[config.mk]
export PLATFORM = sky130hd
export DESIGN_NAME = serial_frame_receiver_unit
export DESIGN_NICKNAME = d
export VERILOG_FILES = /design/src/hw/rtl/sfr_pkg.sv /design/src/hw/rtl/serial_frame_receiver_unit.sv
export SDC_FILE = /design/constraint.sdc
export NUM_CORES = 1
export LEC_CHECK = 0
export BUFFER_PORTS_ARGS = -buffer_cell sky130_fd_sc_hd__clkbuf_2
export CAP_MARGIN = 10
export CELL_PAD_IN_SITES_DETAIL_PLACEMENT = 2
export CELL_PAD_IN_SITES_GLOBAL_PLACEMENT = 2
export CORE_ASPECT_RATIO = 1.5
export CORE_MARGIN = 3
export CORE_UTILIZATION = 41
export DETAILED_ROUTE_END_ITERATION = 10
export PLACE_DENSITY_LB_ADDON = 0.1
export SYNTH_ARGS = -nofsm -noshare
export SYNTH_HDL_FRONTEND = slang
export SYNTH_SLANG_ARGS = --single-unit
[constraint.sdc]
create_clock -name clk -period 5.3 [get_ports clk]
set_clock_uncertainty 0.2 [all_clocks]
set_input_delay 0 -clock clk [delete_from_list [all_inputs] [get_ports clk]]
set_output_delay 0 -clock clk [all_outputs]
set_load 0.02 [all_outputs]
[src/hw/rtl/sfr_pkg.sv]
// Shared constants and types for the serial frame receiver.
package sfr_pkg;

  localparam int MAX_DATA = 32;
  localparam int ADDR_W   = $clog2(MAX_DATA);
  localparam int CNT_W    = $clog2(MAX_DATA + 1);
  localparam int POS_W    = $clog2(MAX_DATA + 8);
  localparam int LEN_W    = 6;
  localparam int IDX_W    = 5;
  localparam int TICK_W   = 10;
  localparam int CFG_IDX_W = 1;
  localparam int CFG_DATA_W = 10;

  localparam logic [7:0] HDR_FIRST  = 8'h55;
  localparam logic [7:0] HDR_SECOND = 8'hAA;
  localparam logic [7:0] MIN_LEN    = 8'd2;
  localparam logic [TICK_W-1:0] TICK_MAX = {TICK_W{1'b1}};

  localparam logic [7:0]        OWN_ADDR_RST = 8'd34;
  localparam logic [TICK_W-1:0] TIMEOUT_RST  = 10'd100;

  // Register indexes of the configuration port.
  localparam logic [CFG_IDX_W-1:0] CFG_OWN_ADDR = 1'b0;
  localparam logic [CFG_IDX_W-1:0] CFG_TIMEOUT  = 1'b1;

  // Input commands.
  localparam logic CMD_BYTE = 1'b0;
  localparam logic CMD_TICK = 1'b1;

  // Parser positions with a meaning of their own; data starts at POS_DATA.
  localparam logic [POS_W-1:0] POS_HUNT   = 6'd0;
  localparam logic [POS_W-1:0] POS_HDR2   = 6'd1;
  localparam logic [POS_W-1:0] POS_LEN    = 6'd2;
  localparam logic [POS_W-1:0] POS_ADDR   = 6'd3;
  localparam logic [POS_W-1:0] POS_MODE   = 6'd4;
  localparam logic [POS_W-1:0] POS_OFFSET = 6'd5;
  localparam logic [POS_W-1:0] POS_DATA   = 6'd6;

  typedef enum logic {
    ST_RECV,
    ST_REPLAY
  } state_t;

endpackage

[src/hw/rtl/serial_frame_receiver_unit.sv]
// Serial frame receiver: header hunt, checksum and replay of buffered data.
// Each input request (byte or tick) is accepted whenever the unit is receiving.
// After a good checksum byte, results leave at one per cycle from the data
// buffer while the output is free, passing the read register and the output
// register (a frame without data loads the output register directly); the input
// stalls until the final result is loaded. Reset (rst_n low, synchronous)
// restores the header hunt and register defaults; the buffer is not cleared.
module serial_frame_receiver_unit (
  input  logic        clk,
  input  logic        rst_n,
  input  logic        in_valid,
  output logic        in_ready,
  input  logic        in_command,
  input  logic [7:0]  in_rx_byte,
  output logic        out_valid,
  input  logic        out_ready,
  output logic [5:0]  out_frame_length,
  output logic [7:0]  out_frame_mode,
  output logic [7:0]  out_frame_offset,
  output logic        out_has_data,
  output logic [4:0]  out_byte_index,
  output logic [7:0]  out_payload_byte,
  output logic        out_last,
  input  logic        cfg_valid,
  output logic        cfg_ready,
  input  logic [sfr_pkg::CFG_IDX_W-1:0]  cfg_index,
  input  logic [sfr_pkg::CFG_DATA_W-1:0] cfg_data
);

  localparam int AW  = sfr_pkg::ADDR_W;
  localparam int CW  = sfr_pkg::CNT_W;
  localparam int PW  = sfr_pkg::POS_W;
  localparam int LW  = sfr_pkg::LEN_W;
  localparam int TW  = sfr_pkg::TICK_W;

  // Configuration
  logic [7:0]    own_addr_r;
  logic [TW-1:0] timeout_r;

  // Parser state
  sfr_pkg::state_t state_r, state_nxt;
  logic [PW-1:0] pos_r, pos_nxt, pos_eff;
  logic [LW-1:0] len_r, len_nxt;
  logic [7:0]    mode_r, mode_nxt;
  logic [7:0]    offset_r, offset_nxt;
  logic [15:0]   sum_r, sum_nxt;
  logic [7:0]    sum_lo_r, sum_lo_nxt;
  logic [TW-1:0] elapsed_r, elapsed_nxt;

  // Replay
  logic [CW-1:0] iss_r, iss_nxt;
  logic [CW-1:0] emit_r, emit_nxt;
  logic          rd_pend_r, rd_pend_nxt;
  logic [7:0]    rd_data_r;

  // Output register
  logic          out_valid_r, out_valid_nxt;
  logic [LW-1:0] o_len_r, o_len_nxt;
  logic [7:0]    o_mode_r, o_mode_nxt;
  logic [7:0]    o_offset_r, o_offset_nxt;
  logic          o_has_r, o_has_nxt;
  logic [4:0]    o_idx_r, o_idx_nxt;
  logic [7:0]    o_byte_r, o_byte_nxt;
  logic          o_last_r, o_last_nxt;

  // Data buffer
  logic [7:0]    buf_mem [sfr_pkg::MAX_DATA];
  logic          wr_en;
  logic [AW-1:0] wr_addr;
  logic          rd_en;

  logic          in_fire;
  logic          slot_free;
  logic          consume;
  logic [CW-1:0] data_cnt;
  logic [PW-1:0] k;
  logic [15:0]   got_sum;

  assign in_ready  = (state_r == sfr_pkg::ST_RECV);
  assign cfg_ready = 1'b1;
  assign in_fire   = in_valid && in_ready;
  assign slot_free = !out_valid_r || out_ready;
  assign data_cnt  = CW'(len_r - LW'(2));
  assign k         = pos_eff - sfr_pkg::POS_DATA;
  assign got_sum   = {in_rx_byte, sum_lo_r};

  // A stale partial frame is dropped before the new byte is looked at.
  assign pos_eff = ((pos_r != sfr_pkg::POS_HUNT) && (elapsed_r >= timeout_r))
                   ? sfr_pkg::POS_HUNT : pos_r;

  always_comb begin
    state_nxt     = state_r;
    pos_nxt       = pos_r;
    len_nxt       = len_r;
    mode_nxt      = mode_r;
    offset_nxt    = offset_r;
    sum_nxt       = sum_r;
    sum_lo_nxt    = sum_lo_r;
    elapsed_nxt   = elapsed_r;
    iss_nxt       = iss_r;
    emit_nxt      = emit_r;
    rd_pend_nxt   = rd_pend_r;
    wr_en         = 1'b0;
    wr_addr       = k[AW-1:0];
    rd_en         = 1'b0;
    consume       = 1'b0;
    out_valid_nxt = out_valid_r && !out_ready;
    o_len_nxt     = o_len_r;
    o_mode_nxt    = o_mode_r;
    o_offset_nxt  = o_offset_r;
    o_has_nxt     = o_has_r;
    o_idx_nxt     = o_idx_r;
    o_byte_nxt    = o_byte_r;
    o_last_nxt    = o_last_r;

    case (state_r)
      sfr_pkg::ST_RECV: begin
        if (in_fire) begin
          if (in_command == sfr_pkg::CMD_TICK) begin
            if (elapsed_r != sfr_pkg::TICK_MAX) begin
              elapsed_nxt = elapsed_r + TW'(1);
            end
          end else begin
            pos_nxt = pos_eff;
            case (pos_eff)
              sfr_pkg::POS_HUNT: begin
                if (in_rx_byte == sfr_pkg::HDR_FIRST) begin
                  elapsed_nxt = '0;
                  pos_nxt     = sfr_pkg::POS_HDR2;
                end
              end
              sfr_pkg::POS_HDR2: begin
                pos_nxt = (in_rx_byte == sfr_pkg::HDR_SECOND) ? sfr_pkg::POS_LEN
                                                              : sfr_pkg::POS_HUNT;
              end
              sfr_pkg::POS_LEN: begin
                if ((in_rx_byte < sfr_pkg::MIN_LEN) ||
                    ((in_rx_byte - sfr_pkg::MIN_LEN) > 8'(sfr_pkg::MAX_DATA))) begin
                  pos_nxt = sfr_pkg::POS_HUNT;
                end else begin
                  len_nxt = in_rx_byte[LW-1:0];
                  sum_nxt = {8'h00, in_rx_byte};
                  pos_nxt = sfr_pkg::POS_ADDR;
                end
              end
              sfr_pkg::POS_ADDR: begin
                if (in_rx_byte != own_addr_r) begin
                  pos_nxt = sfr_pkg::POS_HUNT;
                end else begin
                  sum_nxt = sum_r + {8'h00, in_rx_byte};
                  pos_nxt = sfr_pkg::POS_MODE;
                end
              end
              sfr_pkg::POS_MODE: begin
                mode_nxt = in_rx_byte;
                sum_nxt  = sum_r + {8'h00, in_rx_byte};
                pos_nxt  = sfr_pkg::POS_OFFSET;
              end
              sfr_pkg::POS_OFFSET: begin
                offset_nxt = in_rx_byte;
                sum_nxt    = sum_r + {8'h00, in_rx_byte};
                pos_nxt    = sfr_pkg::POS_DATA;
              end
              default: begin
                if (k < PW'(data_cnt)) begin
                  wr_en   = 1'b1;
                  sum_nxt = sum_r + {8'h00, in_rx_byte};
                  pos_nxt = pos_eff + PW'(1);
                end else if (k == PW'(data_cnt)) begin
                  sum_lo_nxt = in_rx_byte;
                  pos_nxt    = pos_eff + PW'(1);
                end else begin
                  pos_nxt = sfr_pkg::POS_HUNT;
                  if (got_sum == ~sum_r) begin
                    state_nxt = sfr_pkg::ST_REPLAY;
                    iss_nxt   = '0;
                    emit_nxt  = '0;
                  end
                end
              end
            endcase
          end
        end
      end
      sfr_pkg::ST_REPLAY: begin
        if (data_cnt == '0) begin
          // A frame without data gives a single marker result.
          if (slot_free) begin
            out_valid_nxt = 1'b1;
            o_len_nxt     = len_r;
            o_mode_nxt    = mode_r;
            o_offset_nxt  = offset_r;
            o_has_nxt     = 1'b0;
            o_idx_nxt     = '0;
            o_byte_nxt    = '0;
            o_last_nxt    = 1'b1;
            state_nxt     = sfr_pkg::ST_RECV;
          end
        end else begin
          // The read register holds its byte until the output slot takes it,
          // so the next read is issued only as the current one is consumed.
          consume = rd_pend_r && slot_free;
          rd_en   = (iss_r < data_cnt) && (!rd_pend_r || consume);
          if (rd_en) begin
            iss_nxt     = iss_r + CW'(1);
            rd_pend_nxt = 1'b1;
          end else if (consume) begin
            rd_pend_nxt = 1'b0;
          end
          if (consume) begin
            out_valid_nxt = 1'b1;
            o_len_nxt     = len_r;
            o_mode_nxt    = mode_r;
            o_offset_nxt  = offset_r;
            o_has_nxt     = 1'b1;
            o_idx_nxt     = emit_r[4:0];
            o_byte_nxt    = rd_data_r;
            o_last_nxt    = (emit_r + CW'(1)) == data_cnt;
            emit_nxt      = emit_r + CW'(1);
            if ((emit_r + CW'(1)) == data_cnt) begin
              state_nxt = sfr_pkg::ST_RECV;
            end
          end
        end
      end
      default: begin
        state_nxt = sfr_pkg::ST_RECV;
      end
    endcase
  end

  always_ff @(posedge clk) begin
    if (!rst_n) begin
      state_r     <= sfr_pkg::ST_RECV;
      pos_r       <= sfr_pkg::POS_HUNT;
      len_r       <= '0;
      mode_r      <= '0;
      offset_r    <= '0;
      sum_r       <= '0;
      sum_lo_r    <= '0;
      elapsed_r   <= '0;
      iss_r       <= '0;
      emit_r      <= '0;
      rd_pend_r   <= 1'b0;
      out_valid_r <= 1'b0;
    end else begin
      state_r     <= state_nxt;
      pos_r       <= pos_nxt;
      len_r       <= len_nxt;
      mode_r      <= mode_nxt;
      offset_r    <= offset_nxt;
      sum_r       <= sum_nxt;
      sum_lo_r    <= sum_lo_nxt;
      elapsed_r   <= elapsed_nxt;
      iss_r       <= iss_nxt;
      emit_r      <= emit_nxt;
      rd_pend_r   <= rd_pend_nxt;
      out_valid_r <= out_valid_nxt;
    end
  end

  always_ff @(posedge clk) begin
    if (!rst_n) begin
      own_addr_r <= sfr_pkg::OWN_ADDR_RST;
      timeout_r  <= sfr_pkg::TIMEOUT_RST;
    end else if (cfg_valid && cfg_ready) begin
      case (cfg_index)
        sfr_pkg::CFG_OWN_ADDR: own_addr_r <= cfg_data[7:0];
        sfr_pkg::CFG_TIMEOUT:  timeout_r  <= cfg_data[TW-1:0];
        default: ;
      endcase
    end
  end

  always_ff @(posedge clk) begin
    o_len_r    <= o_len_nxt;
    o_mode_r   <= o_mode_nxt;
    o_offset_r <= o_offset_nxt;
    o_has_r    <= o_has_nxt;
    o_idx_r    <= o_idx_nxt;
    o_byte_r   <= o_byte_nxt;
    o_last_r   <= o_last_nxt;
  end

  // Writes happen only while receiving and reads only during replay, so the
  // two never touch the buffer in the same cycle.
  always_ff @(posedge clk) begin
    if (wr_en) begin
      buf_mem[wr_addr] <= in_rx_byte;
    end
    if (rd_en) begin
      rd_data_r <= buf_mem[iss_r[AW-1:0]];
    end
  end

  assign out_valid        = out_valid_r;
  assign out_frame_length = o_len_r;
  assign out_frame_mode   = o_mode_r;
  assign out_frame_offset = o_offset_r;
  assign out_has_data     = o_has_r;
  assign out_byte_index   = o_idx_r;
  assign out_payload_byte = o_byte_r;
  assign out_last         = o_last_r;

endmodule

# Word-level counts from Yosys, hierarchy flattened
# Memory sizes are Yosys's and may differ from the RTL's. A register that Yosys moved wholly into a read port is not among the register bits.
# Index checks and enable logic that the tools add are counted.
[classes]
add_sub_neg = 8
n_bitwise = 9
eq_ne = 25
reduce_logical = 35
order_cmp = 5
mux = 75
[op_table]
columns = ["cell", "count"]
rows = [
  ["6-bit two-way mux", 17],
  ["8-bit two-way mux", 9],
  ["16-bit case mux with 4 select lines", 1],
  ["16-bit two-way mux", 3],
  ["10-bit two-way mux", 4],
  ["6-bit case mux with 6 select lines", 1],
  ["1-bit two-way mux", 31],
  ["6-bit case mux with 2 select lines", 2],
  ["6-bit by 1-bit adder with 6-bit output (second input constant)", 3],
  ["16-bit by 8-bit adder with 16-bit output", 1],
  ["16-bit equality test", 1],
  ["2-bit != test (second input constant)", 8],
  ["16-bit inverter", 1],
  ["8-bit AND reduction", 2],
  ["5-bit two-way mux", 3],
  ["6-bit by 2-bit equality test with 1-bit output (second input constant)", 2],
  ["6-bit by 3-bit equality test with 1-bit output (second input constant)", 2],
  ["6-bit equality test", 2],
  ["6-bit logical NOT", 2],
  ["6-bit less-than comparator", 2],
  ["10-bit by 1-bit adder with 10-bit output (second input constant)", 1],
  ["10-bit >= comparator", 1],
  ["10-bit != test (second input constant)", 1],
  ["2-bit by 1-bit != test with 1-bit output (second input constant)", 5],
  ["other kinds (27)", 52],
]
[totals]
out_inout_bits = 40
ff_bits = 132
mem_count = 1
mem_bits_rw = 256
inputBits = 25
elab_cells = 179
[memory_table]
columns = ["memory", "words", "width", "read_ports", "rd_clocked_by_memory_dff", "write_ports", "line", "rtl"]
rows = [
  ["buf_mem", 32, 8, 1, 1, 1, "serial_frame_receiver_unit.sv:67", "logic [7:0] buf_mem [sfr_pkg::MAX_DATA];"],
]

# Depth between registers and ports, before layout
[logic_depth]
ltp_word = 12
ltp_mapped = 23
depth_no_buf = 19

# Worst setup path after synthesis
# OpenSTA, ideal clock, no wires.
[synth_timing]
path_kind = "register to register"
from = "register elapsed_r[0]"
to = "memory buf_mem[16][0], enable pin"
n_path_buf = 1
stages_incl_launch_ff = 19
required_ps = 4705
setup_slack_ps = -93
setup_time_ps = 395
period_less_slack_ps = 5393
arrival_ps = 4798
path_cell_list = "dfxtp_1 > inv_1 > ha_1 > nand2b_1 > a21o_1 > a211oi_1 > nand2_1 > nor2_1 > ha_1 > xnor2_4 > clkinv_1 > buf_2 > ha_1 > and3_1 > o21ai_0 > nand2_1 > nor3_1 > nand2_1 > nor4_1"
[synth_between]
elab_chain_cells = 12
elab_cells_between_ends = 19
cone_classes = "1 x add/sub; 2 x order compare; 5 x eq/ne; 8 x mux; 3 x reduce/logical"
[synth_lines]
columns = ["element", "line", "rtl"]
rows = [
  ["from (decl)", "serial_frame_receiver_unit.sv:48", "logic [TW-1:0] elapsed_r, elapsed_nxt;"],
  ["from (signal assigned)", "serial_frame_receiver_unit.sv:254", "elapsed_r <= elapsed_nxt;"],
  ["10-bit >= comparator *", "serial_frame_receiver_unit.sv:88", "assign pos_eff = ((pos_r != sfr_pkg::POS_HUNT) && (elapsed_r >= timeout_r))"],
  ["1-bit logical AND *", "serial_frame_receiver_unit.sv:88", ""],
  ["6-bit two-way mux *", "serial_frame_receiver_unit.sv:89", "? sfr_pkg::POS_HUNT : pos_r;"],
  ["6-bit by 3-bit subtractor with 6-bit output", "serial_frame_receiver_unit.sv:84", "assign k = pos_eff - sfr_pkg::POS_DATA;"],
  ["6-bit less-than comparator", "serial_frame_receiver_unit.sv:165", "if (k < PW'(data_cnt)) begin"],
  ["1-bit two-way mux", "serial_frame_receiver_unit.sv:165", ""],
  ["1-bit two-way mux", "serial_frame_receiver_unit.sv:125", "case (pos_eff)"],
  ["1-bit two-way mux", "serial_frame_receiver_unit.sv:119", "if (in_command == sfr_pkg::CMD_TICK) begin"],
  ["1-bit two-way mux", "serial_frame_receiver_unit.sv:118", "if (in_fire) begin"],
  ["1-bit two-way mux", "serial_frame_receiver_unit.sv:116", "case (state_r)"],
  ["1-bit two-way mux", "serial_frame_receiver_unit.sv:288", "if (wr_en) begin"],
  ["1-bit two-way mux (implied by the code)", "serial_frame_receiver_unit.sv:289", "buf_mem[wr_addr] <= in_rx_byte;"],
  ["to (decl)", "serial_frame_receiver_unit.sv:67", ""],
]
# Every way passes the cells marked *; elsewhere a longest branch is shown, timed or not.

# Worst setup path after layout
[layout_timing]
from = "register elapsed_r[0]"
to = "memory buf_mem[15][6], enable pin"
# Same word-level chain as after synthesis.

==> results by stage <==
Min path:
- The worst hold path begins at rst_n.
- The class of the most critical hold timing path is in2reg.

Job:
- The number of maximum-capacitance constraint violations is 0.

Setup path:
- On the critical path the largest part of the delay comes from simple AND/OR/NAND/NOR gates.
- The kind of end point of the critical path is a register.
- Traced cell by cell, the critical path runs through inv_1, ha_1, nand2b_1, a21o_1, a211o_4, nor2_4, nand2_1, inv_1, ha_1, xnor2_4, clkinv_1, ha_1, a21o_1, a21oi_1, nand2_2, nor3_4, buf_12, nand2_2, nor3_1, buf_4.
- The critical setup path kind is reg2reg.
- The worst setup path is launched from a register.
- In this run the critical register-to-register path is launched from elapsed_r[0]$_SDFFE_PN0P_.
- The largest individual stage delay along the critical path comes from the cell sky130_fd_sc_hd__a211o_4.
- The start point of the critical path is elapsed_r[0]$_SDFFE_PN0P_.
- Data arrives at the worst endpoint at 5.05 ns.
- In this run the worst path has a maximum fanout of 8.
- The buffering stage count on the worst path with inverters included is 5.
- Data on the critical path is required at its endpoint by 5.35 ns.
- The largest single stage delay on the critical path is 0.40 ns.
- In this design, the critical path's most frequently occurring cell is sky130_fd_sc_hd__ha_1.

Logic synthesis:
- The total standard cell area after synthesis is 0.0172 mm^2.
- The number of instances in the synthesized netlist is 1191.
- The unique cell type count in the Yosys netlist is 70.
- Synthesis produced a netlist with a net count of 1256.
- The predominant post-synthesis flop cell is sky130_fd_sc_hd__edfxtp_1.
- The proportion of register bits with asynchronous set or reset after synthesis is 0%.
- The sequential share of the synthesized area is 63.6%.
- The count of yosys warnings during synthesis is 0.
- Synthesis inferred between 300 and 400 register bits.
- Yosys mapped a number of flops with a built-in enable equal to roughly 300.
- In this run the mean area of a mapped cell was 14.4 um^2.

CTS:
- The clock tree from TritonCTS is done.
- The clock latency on the worst-skew pair is ~0.56 ns.
- The clock slew at the register clock pins of the worst setup and hold paths is ~0.060 ns.
- The level count of the clock H-tree is 2.
- TritonCTS created just over 40 clock buffers.
- The root buffer cell chosen for the clock tree is sky130_fd_sc_hd__clkbuf_16.
- Clock tree synthesis found a total of 396 sinks.
- In this run the deepest clock path goes through 3 buffers.

Timing:
- The remaining max-slew budget at the tightest pin is 18.1%.
- The count of endpoints failing hold in the final timing report is 0.
- The total setup violations reported at the end of the flow is 0.
- The tightest hold path in the finished design has a slack of 0.0249 ns.
- Setup repair after global routing left no endpoint under its margin.
- The final critical-path setup slack is 0.304 ns.
- The fmax is 0.200 GHz.
- The worst path in the final design needs a cycle of 5.00 ns, including I/O delays and setup.
- For the pin with the worst max-slew slack, the measured transition is 1.23 ns.
- The final worst-path cycle share is a little over nine tenths.
- The number of slew-limit violations in the final report is 0.

Layout:
- The area growth from synthesis to layout is 18.0%.
- The finished layout holds 1920 standard cells, fillers aside.
- The net count of the finished layout is 1395.
- The number of antenna diodes in the final layout is 0.
- The finished cells cover 0.0203 mm^2.
- The share of final-layout standard cells stronger than drive strength 1 is 23.1%.

Drt:
- Dividing the detail-routed via count by the number of cells gives 5.58.
- Dividing the detail-routed wire length by the instance count gives 26.1 um.
- For this run, design rule violations remaining after detail routing come to 0.
- The final route contains 10700 vias.
- The first detailed-routing pass took 5 iterations.
- In this run, the number of DRC markers left after iteration 0 of detailed routing was 687.
- The count of antenna-violating nets left after detailed routing is 0.
- The final wirelength is approximately 50000 um.

Floorplanning:
- The number of standard-cell rows in the floorplan is 91.
- The die covers between 0.04 and 0.05 mm^2.
- For this design the top-level I/O count stands at 65.
- In this run the vertical extent of the chip is 257 um.
- The total core area is 0.0413 mm^2.
- The starting density of the core is a little over two fifths.
- The width of the die is 173 um.

Global route:
- The overall overflow remaining after global route is 0.
- The initial antenna violation count is 0.
- The via count of the first global-routing pass came to 12300.
- The first global-routing pass estimated 77800 um of wire.
- Entering global routing, the biggest net connects 45 pins.
- The all-layer global routing usage is 23.1%.

Run status:
- The run finished with clean final reports.

Place:
- The area of placed instances is 0.0184 mm^2.
- In this run the tool buffered the top-level ports with 63 buffer cells.
- At the end of routability-driven placement, the weighted congestion stood at 0.834.
- The HPWL after detailed placement is 33100 um.
- Timing analysis after detailed placement gives a worst setup slack of -0.331 ns.
- The placed cell count is 1806.

Pwr:
- The cell leakage power is 6.95 nW.
- The power density of the placed cells is 329 mW/mm^2.
- IR analysis of the VDD net gives a maximum drop of 296 uV.
- Total power for the finished layout comes to 6.68 mW.
-- registers in the layout (all words and copies together), names as in the netlist, 5 cells and up --
| signal | count |
|---|---|
| sum_lo_r | 8 |
| offset_r | 8 |
| out_byte_index | 5 |
| out_frame_offset | 8 |
| elapsed_r | 10 |
| buf_mem | 256 |
| emit_r | 6 |
| own_addr_r | 8 |
| len_r | 6 |
| pos_r | 6 |
| rd_data_r | 8 |
| iss_r | 6 |
| timeout_r | 10 |
| out_frame_length | 6 |
| out_payload_byte | 8 |
| mode_r | 8 |
| out_frame_mode | 8 |
| sum_r | 16 |
-- cells in the final DEF (no fill, tap or decap), types with 10 or more instances in the layout --
cell / n
sky130_fd_sc_hd__and3_1: 10
sky130_fd_sc_hd__nand3_1: 27
sky130_fd_sc_hd__o31ai_1: 23
sky130_fd_sc_hd__nor2b_1: 17
sky130_fd_sc_hd__nor4_1: 20
sky130_fd_sc_hd__inv_1: 33
sky130_fd_sc_hd__dlygate4sd3_1: 37
sky130_fd_sc_hd__mux2i_1: 22
sky130_fd_sc_hd__edfxtp_1: 301
sky130_fd_sc_hd__clkbuf_16: 41
sky130_fd_sc_hd__dfxtp_1: 93
sky130_fd_sc_hd__a21oi_1: 57
sky130_fd_sc_hd__a31oi_1: 11
sky130_fd_sc_hd__xor2_1: 16
sky130_fd_sc_hd__nand2_1: 72
sky130_fd_sc_hd__mux4_2: 80
sky130_fd_sc_hd__nor2_1: 72
sky130_fd_sc_hd__clkbuf_2: 63
sky130_fd_sc_hd__o21ai_0: 27
sky130_fd_sc_hd__ha_1: 39
sky130_fd_sc_hd__xnor2_1: 32
sky130_fd_sc_hd__nor3_1: 26
sky130_fd_sc_hd__buf_4: 60
-- per-layer routing --
layer	wire length, um	share of wire [%]	up-vias	GRT usage (%)
li1	-	-	4884	-
met1	19500	39	5591	26.7
met2	27500	55	151	43.5
met3	972	1.9	88	2.33
met4	2160	4.3	0	9.20
met5	0	0	-	0
-- path summary, 6_finish.rpt --
kind	end	slack, ns	cells after the start
setup / recovery	buf_mem[15][6]$_DFFE_PP_	0.30	20
hold reg to reg	out_frame_mode[6]$_DFFE_PP_	0.23	0
hold / removal	timeout_r[5]$_SDFFE_PN1P_	0.02	2
setup reg to reg	buf_mem[15][6]$_DFFE_PP_	0.30	20
-- what timing repair did --
item,CTS,global route
setup endpoints to repair,265,292
cloned,0,0
endpoints found under the hold margin,69,0
setup buffers,1,1
pin swaps,2,2
resized for setup,7,11
hold buffers,37,0
-- cells by family (layout without fill, tap and decap cells) --
family	count (synthesis)	count (layout)	synth area share, %
AO/OA/AOI/OAI	175	175	6.70
adder cells (fa/ha/maj)	40	40	2.95
AND/OR/NAND/NOR	319	319	9.48
other	1	1	0.0218
flip-flops	396	396	63.6
buffers and inverters	101	272	2.35
XOR/XNOR	49	49	2.60
multiplexers	110	110	12.3
-- report_power, final --
group	internal [mW]	leakage (nW)	switching, mW	total (mW)
logic	0.0791	2.75	0.180	0.259
clock network	1.83	0.690	1.24	3.07
registers	3.34	3.51	0.00908	3.35
total	5.25	6.95	1.43	6.68
-- cell usage after synthesis (8+ instances only) --
cell type	instances	area share, %
sky130_fd_sc_hd__a21oi_1	58	1.7
sky130_fd_sc_hd__a31oi_1	11	0.40
sky130_fd_sc_hd__and3_1	10	0.36
sky130_fd_sc_hd__buf_2	17	0.49
sky130_fd_sc_hd__clkbuf_1	40	0.87
sky130_fd_sc_hd__dfxtp_1	95	11
sky130_fd_sc_hd__edfxtp_1	301	53
sky130_fd_sc_hd__ha_1	39	2.8
sky130_fd_sc_hd__inv_1	33	0.72
sky130_fd_sc_hd__mux2_2	8	0.52
sky130_fd_sc_hd__mux2i_1	22	1.3
sky130_fd_sc_hd__mux4_2	80	10
sky130_fd_sc_hd__nand2_1	77	1.7
sky130_fd_sc_hd__nand2b_1	9	0.33
sky130_fd_sc_hd__nand3_1	27	0.79
sky130_fd_sc_hd__nand4_1	9	0.33
sky130_fd_sc_hd__nor2_1	73	1.6
sky130_fd_sc_hd__nor2b_1	18	0.65
sky130_fd_sc_hd__nor3_1	27	0.79
sky130_fd_sc_hd__nor4_1	25	0.91
sky130_fd_sc_hd__o21ai_0	28	0.81
sky130_fd_sc_hd__o31ai_1	24	1.0
sky130_fd_sc_hd__xnor2_1	32	1.6
sky130_fd_sc_hd__xor2_1	16	0.81
-- per-stage QoR --
step / setup TNS, ns / utilization, %
3_3_place_gp: -3.07 / 44.5
4_1_cts: 0 / 49.0
5_1_grt: 0 / 49.1
3_5_place_dp: -68.58 / 44.5
6_report: 0 / 49.1
2_1_floorplan: -11.90 / -
-- area by class of cell --
cell class | count | area (um^2)
Fill cell | 3869 | 21000
Clock buffer | 46 | 1050
Multi-Input combinational cell | 694 | 5940
Tap cell | 558 | 698
Clock inverter | 29 | 367
Inverter | 36 | 135
Timing Repair Buffer | 161 | 1160
Sequential cell | 396 | 10900
Note: power is estimated with default switching activity, not from simulation.
